--- src/rtl/atdq_pkg.sv ---
// Package for the averaged threshold drop queue.
// Holds payload structs, status codes and default sizes; no dependencies.
package atdq_pkg;

   // Default ring capacity and register reset value
   localparam int QUEUE_DEPTH_DEF = 8;
   localparam int THRESH_W        = 4;
   localparam int LEN_W           = 4;
   localparam logic [THRESH_W-1:0] THRESH_RESET = 4'd7;

   // Request command codes
   localparam logic CMD_ENQUEUE = 1'b0;
   localparam logic CMD_DEQUEUE = 1'b1;

   typedef enum logic [1:0] {
      ST_QUEUED    = 2'd0,
      ST_DROPPED   = 2'd1,
      ST_DELIVERED = 2'd2,
      ST_EMPTY     = 2'd3
   } status_type;

   typedef struct packed {
      logic        cmd;
      logic [15:0] packet_number;
      logic [7:0]  source_address;
      logic [7:0]  destination_address;
   } req_type;

   typedef struct packed {
      status_type       status;
      logic [15:0]      out_packet_number;
      logic [7:0]       out_source_address;
      logic [7:0]       out_destination_address;
      logic             congestion_bit;
      logic [LEN_W-1:0] average_length_out;
      logic [LEN_W-1:0] queue_length_out;
   } rsp_type;

   // One stored packet
   typedef struct packed {
      logic [15:0] num;
      logic [7:0]  src;
      logic [7:0]  dst;
   } packet_type;

   // Classified operation handed from front to back
   typedef struct packed {
      status_type       status;
      packet_type       packet;
      logic             cong;
      logic [LEN_W-1:0] avg;
      logic [LEN_W-1:0] len;
   } op_type;

endpackage

--- src/rtl/atdq_front.sv ---
// Front end: accepts requests, keeps count, average and ring pointers,
// and classifies each request into a memory operation. Uses atdq_pkg.
module atdq_front import atdq_pkg::*; #(
   parameter int QUEUE_DEPTH = QUEUE_DEPTH_DEF,
   localparam int AW = $clog2(QUEUE_DEPTH),
   localparam int CW = $clog2(QUEUE_DEPTH + 1)
) (
   input  logic                clock,
   input  logic                reset,
   input  logic                req_valid,
   input  logic                q_full,
   input  req_type             req_data,
   input  logic                csr_wr_en,
   input  logic [THRESH_W-1:0] csr_wr_data,
   output logic                push,
   output op_type              op,
   output logic [AW-1:0]       op_addr
);

   localparam int CMPW = (CW > THRESH_W) ? CW : THRESH_W;

   logic [CW-1:0]       count_ff, count_in;
   logic [CW-1:0]       avg_ff, avg_in;
   logic [AW-1:0]       head_ff, head_in;
   logic [AW-1:0]       tail_ff, tail_in;
   logic [THRESH_W-1:0] thresh_ff;

   logic [CW:0]   raised, dec, sum_enq, sum_deq;
   logic [CW-1:0] avg_enq, avg_deq;
   logic          full, empty, cong;
   packet_type    pkt;

   assign push = req_valid && !q_full;

   // Average candidates for enqueue and dequeue
   always_comb begin
      raised  = {1'b0, count_ff} + 1'b1;
      dec     = {1'b0, count_ff} - 1'b1;
      sum_enq = {1'b0, avg_ff} + raised;
      sum_deq = {1'b0, avg_ff} + dec;
      avg_enq = sum_enq[CW:1];
      avg_deq = sum_deq[CW:1];
      full    = (count_ff == CW'(QUEUE_DEPTH));
      empty   = (count_ff == '0);
      cong    = CMPW'(avg_enq) >= CMPW'(thresh_ff);
      pkt.num = req_data.packet_number;
      pkt.src = req_data.source_address;
      pkt.dst = req_data.destination_address;
   end

   // Classify the request and compute next state
   always_comb begin
      count_in   = count_ff;
      avg_in     = avg_ff;
      head_in    = head_ff;
      tail_in    = tail_ff;
      op.status  = ST_EMPTY;
      op.packet  = '0;
      op.cong    = 1'b0;
      op_addr    = head_ff;
      if (req_data.cmd == CMD_ENQUEUE) begin
         avg_in    = avg_enq;
         op.packet = pkt;
         op.cong   = cong;
         op_addr   = tail_ff;
         if (cong || full) begin
            op.status = ST_DROPPED;
         end else begin
            op.status = ST_QUEUED;
            count_in  = raised[CW-1:0];
            tail_in   = (tail_ff == AW'(QUEUE_DEPTH - 1)) ? '0 : tail_ff + 1'b1;
         end
      end else if (!empty) begin
         op.status = ST_DELIVERED;
         count_in  = dec[CW-1:0];
         avg_in    = avg_deq;
         head_in   = (head_ff == AW'(QUEUE_DEPTH - 1)) ? '0 : head_ff + 1'b1;
      end
      op.avg = LEN_W'(avg_in);
      op.len = LEN_W'(count_in);
   end

   // Advance state on each accepted request
   always_ff @(posedge clock) begin
      if (reset) begin
         count_ff <= '0;
         avg_ff   <= '0;
         head_ff  <= '0;
         tail_ff  <= '0;
      end else if (push) begin
         count_ff <= count_in;
         avg_ff   <= avg_in;
         head_ff  <= head_in;
         tail_ff  <= tail_in;
      end
   end

   // Threshold register
   always_ff @(posedge clock) begin
      if (reset) begin
         thresh_ff <= THRESH_RESET;
      end else if (csr_wr_en) begin
         thresh_ff <= csr_wr_data;
      end
   end

endmodule

--- src/rtl/atdq_cmd_queue.sv ---
// Two-entry operation queue between front and back ends.
// Generic width; uses atdq_pkg only for the common import style.
module atdq_cmd_queue import atdq_pkg::*; #(
   parameter int WIDTH = 8
) (
   input  logic             clock,
   input  logic             reset,
   input  logic             push,
   input  logic [WIDTH-1:0] wdata,
   input  logic             pop,
   output logic             full,
   output logic             not_empty,
   output logic [WIDTH-1:0] rdata
);

   logic [WIDTH-1:0] slot_ff [2];
   logic             wptr_ff, rptr_ff;
   logic [1:0]       fill_ff;

   assign full      = (fill_ff == 2'd2);
   assign not_empty = (fill_ff != 2'd0);
   assign rdata     = slot_ff[rptr_ff];

   // Store entries
   always_ff @(posedge clock) begin
      if (push) begin
         slot_ff[wptr_ff] <= wdata;
      end
   end

   // Advance pointers and fill level
   always_ff @(posedge clock) begin
      if (reset) begin
         wptr_ff <= 1'b0;
         rptr_ff <= 1'b0;
         fill_ff <= 2'd0;
      end else begin
         if (push) wptr_ff <= ~wptr_ff;
         if (pop)  rptr_ff <= ~rptr_ff;
         fill_ff <= fill_ff + {1'b0, push} - {1'b0, pop};
      end
   end

endmodule

--- src/rtl/atdq_back.sv ---
// Back end: executes operations against the packet ring memory and holds
// the response register. Uses atdq_pkg.
module atdq_back import atdq_pkg::*; #(
   parameter int QUEUE_DEPTH = QUEUE_DEPTH_DEF,
   localparam int AW = $clog2(QUEUE_DEPTH)
) (
   input  logic          clock,
   input  logic          reset,
   input  logic          op_valid,
   input  op_type        op,
   input  logic [AW-1:0] op_addr,
   output logic          pop,
   output logic          rsp_valid,
   input  logic          rsp_stall,
   output rsp_type       rsp_data
);

   packet_type mem [QUEUE_DEPTH];
   packet_type rd_ff;
   op_type     pend_ff;
   logic       pend_valid_ff;
   packet_type pkt;

   // Take the next operation when the response slot frees up
   assign pop       = op_valid && (!pend_valid_ff || !rsp_stall);
   assign rsp_valid = pend_valid_ff;

   // Ring memory: write on queue, registered read on deliver
   always_ff @(posedge clock) begin
      if (pop && op.status == ST_QUEUED) begin
         mem[op_addr] <= op.packet;
      end
      if (pop && op.status == ST_DELIVERED) begin
         rd_ff <= mem[op_addr];
      end
   end

   // Hold the pending operation
   always_ff @(posedge clock) begin
      if (pop) begin
         pend_ff <= op;
      end
   end

   always_ff @(posedge clock) begin
      if (reset) begin
         pend_valid_ff <= 1'b0;
      end else if (pop) begin
         pend_valid_ff <= 1'b1;
      end else if (!rsp_stall) begin
         pend_valid_ff <= 1'b0;
      end
   end

   // Assemble the response
   always_comb begin
      pkt = (pend_ff.status == ST_DELIVERED) ? rd_ff : pend_ff.packet;
      rsp_data.status                  = pend_ff.status;
      rsp_data.out_packet_number       = pkt.num;
      rsp_data.out_source_address      = pkt.src;
      rsp_data.out_destination_address = pkt.dst;
      rsp_data.congestion_bit          = pend_ff.cong;
      rsp_data.average_length_out      = pend_ff.avg;
      rsp_data.queue_length_out        = pend_ff.len;
   end

endmodule

--- src/rtl/averaged_threshold_drop_queue_core.sv ---
// Averaged threshold drop queue: packet ring with congestion drop.
// A request accepted passes through the operation queue and the back end's pending register
// before its response is valid. Throughput: one request per cycle while rsp_stall stays low.
// Reset (synchronous, active high): empty ring, zero average, threshold 7;
// the ring memory is not cleared.
module averaged_threshold_drop_queue_core import atdq_pkg::*; #(
   parameter int QUEUE_DEPTH = QUEUE_DEPTH_DEF
) (
   input  logic                clock,
   input  logic                reset,
   input  logic                req_valid,
   output logic                req_stall,
   input  req_type             req_data,
   output logic                rsp_valid,
   input  logic                rsp_stall,
   output rsp_type             rsp_data,
   input  logic                csr_wr_en,
   input  logic [THRESH_W-1:0] csr_wr_data
);

   localparam int AW = $clog2(QUEUE_DEPTH);
   localparam int QW = AW + $bits(op_type);

   logic          push, pop, q_full, q_not_empty;
   op_type        f_op, b_op;
   logic [AW-1:0] f_addr, b_addr;
   logic [QW-1:0] q_rdata;

   assign req_stall = q_full;

   atdq_front #(.QUEUE_DEPTH(QUEUE_DEPTH)) u_front (
      .clock       (clock),
      .reset       (reset),
      .req_valid   (req_valid),
      .q_full      (q_full),
      .req_data    (req_data),
      .csr_wr_en   (csr_wr_en),
      .csr_wr_data (csr_wr_data),
      .push        (push),
      .op          (f_op),
      .op_addr     (f_addr)
   );

   atdq_cmd_queue #(.WIDTH(QW)) u_queue (
      .clock     (clock),
      .reset     (reset),
      .push      (push),
      .wdata     ({f_addr, f_op}),
      .pop       (pop),
      .full      (q_full),
      .not_empty (q_not_empty),
      .rdata     (q_rdata)
   );

   assign b_addr = q_rdata[QW-1 -: AW];
   assign b_op   = q_rdata[$bits(op_type)-1:0];

   atdq_back #(.QUEUE_DEPTH(QUEUE_DEPTH)) u_back (
      .clock     (clock),
      .reset     (reset),
      .op_valid  (q_not_empty),
      .op        (b_op),
      .op_addr   (b_addr),
      .pop       (pop),
      .rsp_valid (rsp_valid),
      .rsp_stall (rsp_stall),
      .rsp_data  (rsp_data)
   );

endmodule

--- config.mk ---
export PLATFORM = sky130hd
export DESIGN_NAME = averaged_threshold_drop_queue_core
export DESIGN_NICKNAME = d
export VERILOG_FILES = /design/src/rtl/atdq_pkg.sv /design/src/rtl/atdq_front.sv /design/src/rtl/atdq_cmd_queue.sv /design/src/rtl/atdq_back.sv /design/src/rtl/averaged_threshold_drop_queue_core.sv
export SDC_FILE = /design/constraint.sdc
export NUM_CORES = 1
export LEC_CHECK = 0
export BUFFER_PORTS_ARGS = -buffer_cell sky130_fd_sc_hd__buf_2
export CAP_MARGIN = 5
export CORE_UTILIZATION = 55
export CTS_CLUSTER_DIAMETER = 60
export CTS_CLUSTER_SIZE = 24
export DETAILED_ROUTE_END_ITERATION = 12
export GPL_ROUTABILITY_DRIVEN = 0
export HOLD_SLACK_MARGIN = 0.15
export PLACE_DENSITY_LB_ADDON = 0.2
export SYNTH_ARGS = -nofsm -noshare
export SYNTH_HDL_FRONTEND = slang
export SYNTH_HIERARCHICAL = 1
export SYNTH_SLANG_ARGS = --single-unit
--- constraint.sdc ---
create_clock -name clock -period 4.3 [get_ports clock]
set_input_delay 0.215 -clock clock [delete_from_list [all_inputs] [get_ports clock]]
set_output_delay 0.215 -clock clock [all_outputs]
set_load 0.02 [all_outputs]
# Word-level counts from Yosys, hierarchy flattened
# Memories as Yosys holds them, arrays and structs flattened. A register that Yosys moved wholly into a read port is not among the register bits.
# Index checks and enable logic that the tools add are counted.
[op_classes] addsub=8 reduce_logical=14 muxes=21 n_lt_le_gt_ge=1 n_eq_ne=7 bitwise=5
[op_table] operator="2-to-1 mux 33 bit" n=1
[op_table] operator="2-to-1 mux 32 bit" n=1
[op_table] operator="2-to-1 mux 4 bit" n=5
[op_table] operator="adder 4 x 5 -> 5 bit" n=2
[op_table] operator="2-to-1 mux 1 bit" n=10
[op_table] operator="2-to-1 mux 3 bit" n=3
[op_table] operator="adder 3 x 1 -> 3 bit (second input constant)" n=2
[op_table] operator="== test 2 bit (second input constant)" n=3
[op_table] operator="== test 3 bit (second input constant)" n=2
[op_table] operator="AND reduction 3 bit" n=2
[op_table] operator="adder 4 x 1 -> 5 bit (second input constant)" n=1
[op_table] operator="inverter 1 bit" n=5
[op_table] operator="subtractor 4 x 1 -> 5 bit (second input constant)" n=1
[op_table] operator="== test 4 bit (second input constant)" n=1
[op_table] operator="greater-or-equal comparator 4 bit" n=1
[op_table] operator="logical AND 1 bit" n=4
[op_table] operator="logical NOT 4 bit" n=1
[op_table] operator="logical NOT 1 bit" n=3
[op_table] operator="adder 2 x 1 -> 2 bit" n=1
[op_table] operator="logical NOT 2 bit" n=1
[op_table] operator="logical OR 1 bit" n=2
[op_table] operator="2-to-1 mux 2 bit" n=1
[op_table] operator="inequality test 2 x 1 -> 1 bit (second input constant)" n=1
[op_table] operator="nonzero test 2 bit" n=1
[op_table] operator="subtractor 2 x 1 -> 2 bit" n=1
[totals] reg_bits=66 out_inout_bits=45 in_bits=42 ram_bits=348 n_memories=2 word_cells=74
[mem_list] memory="u_back.mem" depth=8 word_bits=32 read_ports=1 rd_clocked_by_memory_dff=1 wr=1 line_no="atdq_back.sv:18" source="packet_type mem [QUEUE_DEPTH];"
[mem_list] memory="u_queue.slot_ff" depth=2 word_bits=46 read_ports=1 rd_clocked_by_memory_dff=1 wr=1 line_no="atdq_cmd_queue.sv:16" source="logic [WIDTH-1:0] slot_ff [2];"

# Logic depth before layout (Yosys ltp)
[depth] ltp_word=6 ltp_mapped=14 ltp_nobuf=12

# By module
# The synthesis kept the hierarchy.
[modules_own_cells] mod="atdq_back" seq_area_each_um2=9959.6 cells_per_inst=521 area_each_um2=12570.8 n_inst=1
[modules_own_cells] mod="atdq_cmd_queue" seq_area_each_um2=2862.7 cells_per_inst=164 area_each_um2=3741.1 n_inst=1
[modules_own_cells] mod="atdq_front" seq_area_each_um2=360.3 cells_per_inst=226 area_each_um2=1727.9 n_inst=1

# Least setup slack after synthesis
# Ideal clock, no wire load.
[synth_path] kind="flip-flop to flip-flop" from="reg with a tool-made name" to="mem u_back/mem[3][0] (netlist bit) (enable)" required_ns=3.832 arrival_time_ns=3.894 setup_time_ns=0.468 synth_period_minus_slack_ns=4.362 n_path_buf=4 setup_slack_ns=-0.062 stages_incl_launch_ff=7 cell_sequence="dfxtp_1 > buf_6 > buf_12 > mux2_4 > clkbuf_1 > buf_1 > nor3b_1"
[synth_rtl] item="end, declared" line_no="atdq_back.sv:18"

# Final worst setup path
[layout_path] from="reg u_front.count_ff[0]" to="reg u_front.count_ff[3]"
[layout_between] elab_chain_cells=6 elab_cells_between_ends=10 cone_classes="add/sub: 3; order compare: 1; eq/ne: 1; mux: 3; reduce/logical: 2"
[layout_rtl] item="start, declared" line_no="atdq_front.sv:22" source="logic [CW-1:0] count_ff, count_in;"
[layout_rtl] item="start signal, assigned" line_no="atdq_front.sv:91" source="count_ff <= count_in;"
[layout_rtl] item="adder 4 x 1 -> 5 bit" line_no="atdq_front.sv:37" source="raised = {1'b0, count_ff} + 1'b1;"
[layout_rtl] item="adder 4 x 5 -> 5 bit" line_no="atdq_front.sv:39" source="sum_enq = {1'b0, avg_ff} + raised;"
[layout_rtl] item="greater-or-equal comparator 4 bit" line_no="atdq_front.sv:45" source="cong = CMPW'(avg_enq) >= CMPW'(thresh_ff);"
[layout_rtl] item="logical OR 1 bit" line_no="atdq_front.sv:66" source="if (cong || full) begin"
[layout_rtl] item="2-to-1 mux 4 bit" line_no="atdq_front.sv:66"
[layout_rtl] item="2-to-1 mux 4 bit (*)" line_no="atdq_front.sv:61" source="if (req_data.cmd == CMD_ENQUEUE) begin"
# Every way passes the cells marked *; elsewhere a longest branch is shown, timed or not.
# A chain may end at the register's enable or synchronous reset.

==> flow_metrics.py <==
metrics = {
    "outcome": {
        "outcome": "finished, final reports clean",
    },
    "route": {
        "first_pass_iters": 4,
        "drcViolationCount": 0,
        "viasPerCell": 5.64,
        "vias": 8435,
        "routed_wl_um": 33300,
        "ant_nets": 0,
        "wl_per_cell_um": 22.3,
        "drt_iter0_drc": 521,
    },
    "worst_setup_path": {
        "critPathCaptureType": "flip-flop",
        "path_delay_family": "adder cells",
        "crit_chain": "inv_1 > ha_1 > fa_1 > nand3_1 > and2_1 > xnor2_1 > ha_1 > a21oi_1 > o21a_2 > or4b_1 > a21o_1 > a21oi_2",
        "critPathKind": "flip-flop to flip-flop",
        "arrival_ns": 3.92,
        "cp.required_ns": 4.78,
        "worst_path_largest_cell_delay_ns": 0.50,
        "cp_num_buf_inv": 1,
        "startpoint_type": "flip-flop",
        "path_max_fanout": 10,
        "slowest_stage": "dfxtp_1",
        "crit_top_cell": "ha_1",
    },
    "power_and_ir_drop": {
        "p_sw_share_pct": 29.4,
        "p_clk_share_pct": 24.6,
        "p_comb_share_pct": 27.7,
        "p_leak_nw": 7.05,
        "irDropWorstVdd_uv": 507,
        "seqPwrFrac_pct": 47.7,
        "power.density_nw_per_um2": 611,
        "internal_power_w": 0.00882,
        "switchingPower_w": 0.00367,
    },
    "cts": {
        "clk_pin_slew_worst_paths_ns": 0.09,
        "cts.sink_count": 447,
        "postCtsHoldBufs": 46,
        "cts_setup_buffers": 0,
        "root_buffer": "clkbuf_16",
        "clock_path_buffers": 3,
        "h-tree-depth": 1,
        "cts_tree": "done",
        "cts_resized": 0,
        "numCtsBuffers": 29,
        "worstSkewPairLatency_ns": 0.57,
    },
    "global_route": {
        "antenna_found_initial": 0,
        "grt_max_degree": 57,
        "grt_pass1_wl_um": 50700,
        "first_global_vias": 8715,
        "overflow": 0,
        "track_usage_pct": 20.4,
    },
    "finish": {
        "fin_nets": 1100,
        "drive_above_1_share_pct": 33.5,
        "instances_no_fill": 1496,
        "final_util_pct": 64.1,
        "syn_to_final_growth_pct": 13.3,
        "n_fill_cell": 2221,
        "antenna_cells": 0,
    },
    "logic_synthesis": {
        "yosys.area.top_type_share_pct": 70.4,
        "async_flop_share_pct": 0,
        "synthCells": 911,
        "synth_cell_types": 54,
        "synth_top_area_cell": "edfxtp_1",
        "synth_top_cells_by_area": "edfxtp_1 (70%), mux4_2 (7.7%), mux2_4 (5.0%)",
        "ys_seq_area_share_pct": 73.1,
        "dominantRegCellSynth": "edfxtp_1",
        "synth_fp_nets": 973,
        "synth_area_per_cell_um2": 19.8,
        "ys_seq_elements": 447,
        "syn_area_um2": 18000,
        "synth-edff-count": 423,
        "yosys_warnings": 6,
    },
    "floorplan": {
        "io_pins": 87,
        "die_y_um": 183,
        "rows": 65,
        "floorplan.initialDensity_pct": 56.6,
        "core_area_um2": 31900,
        "die-area_um2": 33500,
        "die_w_um": 183,
    },
    "timing": {
        "timing.hold.ws_ns": 0.255,
        "fin_crit_sh_pct": 79.9,
        "finalMaxSlewViolations": 0,
        "period_minus_slack_ns": 3.43,
        "fin_ws_ns": 0.865,
        "hold_viol": 0,
        "setup-violations-final": 0,
        "tightest_slew_ns": 0.944,
        "max_freq_mhz": 291,
        "clock_skew_ns": 0.0211,
        "max_slew_margin_pct": 37.0,
        "rsz0062_at_grt": "false",
        "setup_tns_ns": 0,
    },
    "placement": {
        "numPortBuffers": 86,
        "dp_cells": 1396,
        "place_hpwl_um": 19100,
        "pre_cts_slack_ns": 0.909,
    },
    "run": {
        "cap_violations": 0,
    },
    "min_path": {
        "hold_path.class": "input port to flip-flop",
    },
}
-- cells by family after synthesis --
logic type / Yosys count / share of synthesized area [%]
flops: 447 / 73.1
mux: 183 / 16.5
simple gates: 125 / 3.73
buf+inv: 71 / 2.63
compound gates: 51 / 1.84
fa+ha+maj: 20 / 1.47
xor+xnor: 14 / 0.756
-- power groups by stage --
stage                     logic (W)  registers (W)  clock network, W
after detailed placement    0.00347        0.00606                 0
after CTS                   0.00352        0.00597           0.00316
after global placement      0.00341        0.00604                 0
after global routing        0.00374        0.00602           0.00331
after floorplan             0.00271        0.00596                 0
final                       0.00345        0.00596           0.00308
-- worst paths after layout --
kind	startpoint	to	slack, ns	cells after the start
worst max-delay path	u_front/count_ff[0]	u_front/count_ff[3]	0.87	12
worst min-delay path	req_valid	u_front/avg_ff[0]	0.26	4
worst max register to register	u_front/count_ff[0]	u_front/count_ff[3]	0.87	12
worst min register to register	u_front/tail_ff[1]	u_front/tail_ff[1]	0.49	2
-- routing by layer --
metal	wire length [µm]	GRT usage, %	share of wire [%]	vias up
met3	1570	2.64	4.7	35
met5	0	0	0	-
met4	556	4.20	1.7	0
met1	14600	28.7	44	4364
met2	16600	34.6	50	204
li1	-	-	-	3832
-- layout by cell type, fill, tap and decap left out, drive strengths merged, types with 24 or more instances in the layout --
master / count
inv: 25
mux2: 115
mux4: 62
dfxtp: 24
clkbuf: 30
buf: 107
edfxtp: 423
nor2b: 39
nor2: 27
dlygate4sd3: 46
-- state kept, by name, summed over array words and instances (netlist names), 2 cells and up, named ones only --
name / flops
u_back/mem: 256
u_queue/slot_ff: 92
u_back/pend_ff: 32
u_back/rd_ff: 32
u_back/rsp_data: 11
u_front/avg_ff: 4
u_front/count_ff: 4
u_front/thresh_ff: 4
u_front/head_ff: 3
u_front/tail_ff: 3
u_queue/fill_ff: 2
-- final cells by class --
type / instances / area (µm²) / share of cell area (%)
Clock buffer: 30 / 729 / 3.57
Clock inverter: 24 / 332 / 1.62
Inverter: 14 / 52.6 / 0.257
Multi-Input combinational cell: 393 / 4440 / 21.7
Sequential cell: 447 / 13200 / 64.5
Tap cell: 435 / 544 / 2.66
Timing Repair Buffer: 153 / 1150 / 5.62
-- Yosys cell counts (2+ instances only) --
master    number
buf_2         17
a211o_1        3
a21o_1         3
and2_1         4
xor2_1         7
and3b_1        3
a31oi_1        4
a21oi_1       15
a211oi_1       2
nand3_1        7
ha_1          18
nor3b_1        5
dfxtp_1       24
nor2_1        26
o211ai_1       4
xnor2_1        6
a21oi_2        2
buf_12         7
mux2_1         2
clkbuf_1      11
edfxtp_1     423
mux2_4        60
inv_1         14
o21ai_0       10
mux4_2        62
buf_6          2
mux2_2        53
mux2i_1        6
buf_4         15
nand2b_1       2
nor3_1         7
nor2b_1       39
nand2_1       22
buf_1          4
and3_1         2
fa_1           2
-- per-stage QoR --
stage	instance area, µm²	total power (W)
after floorplan	18000	0.00867
after global placement	18900	0.00945
after global routing	20400	0.0131
after detailed placement	18900	0.00953
final	20400	0.0125
after CTS	20400	0.0126
-- worst min-delay path, cell delays in order --
cell and delay [ns]:
buf_2 0.08, nand2b_1 0.26, nand2_1 0.16, a21oi_1 0.06
Note: power is estimated with default switching activity, not from simulation.
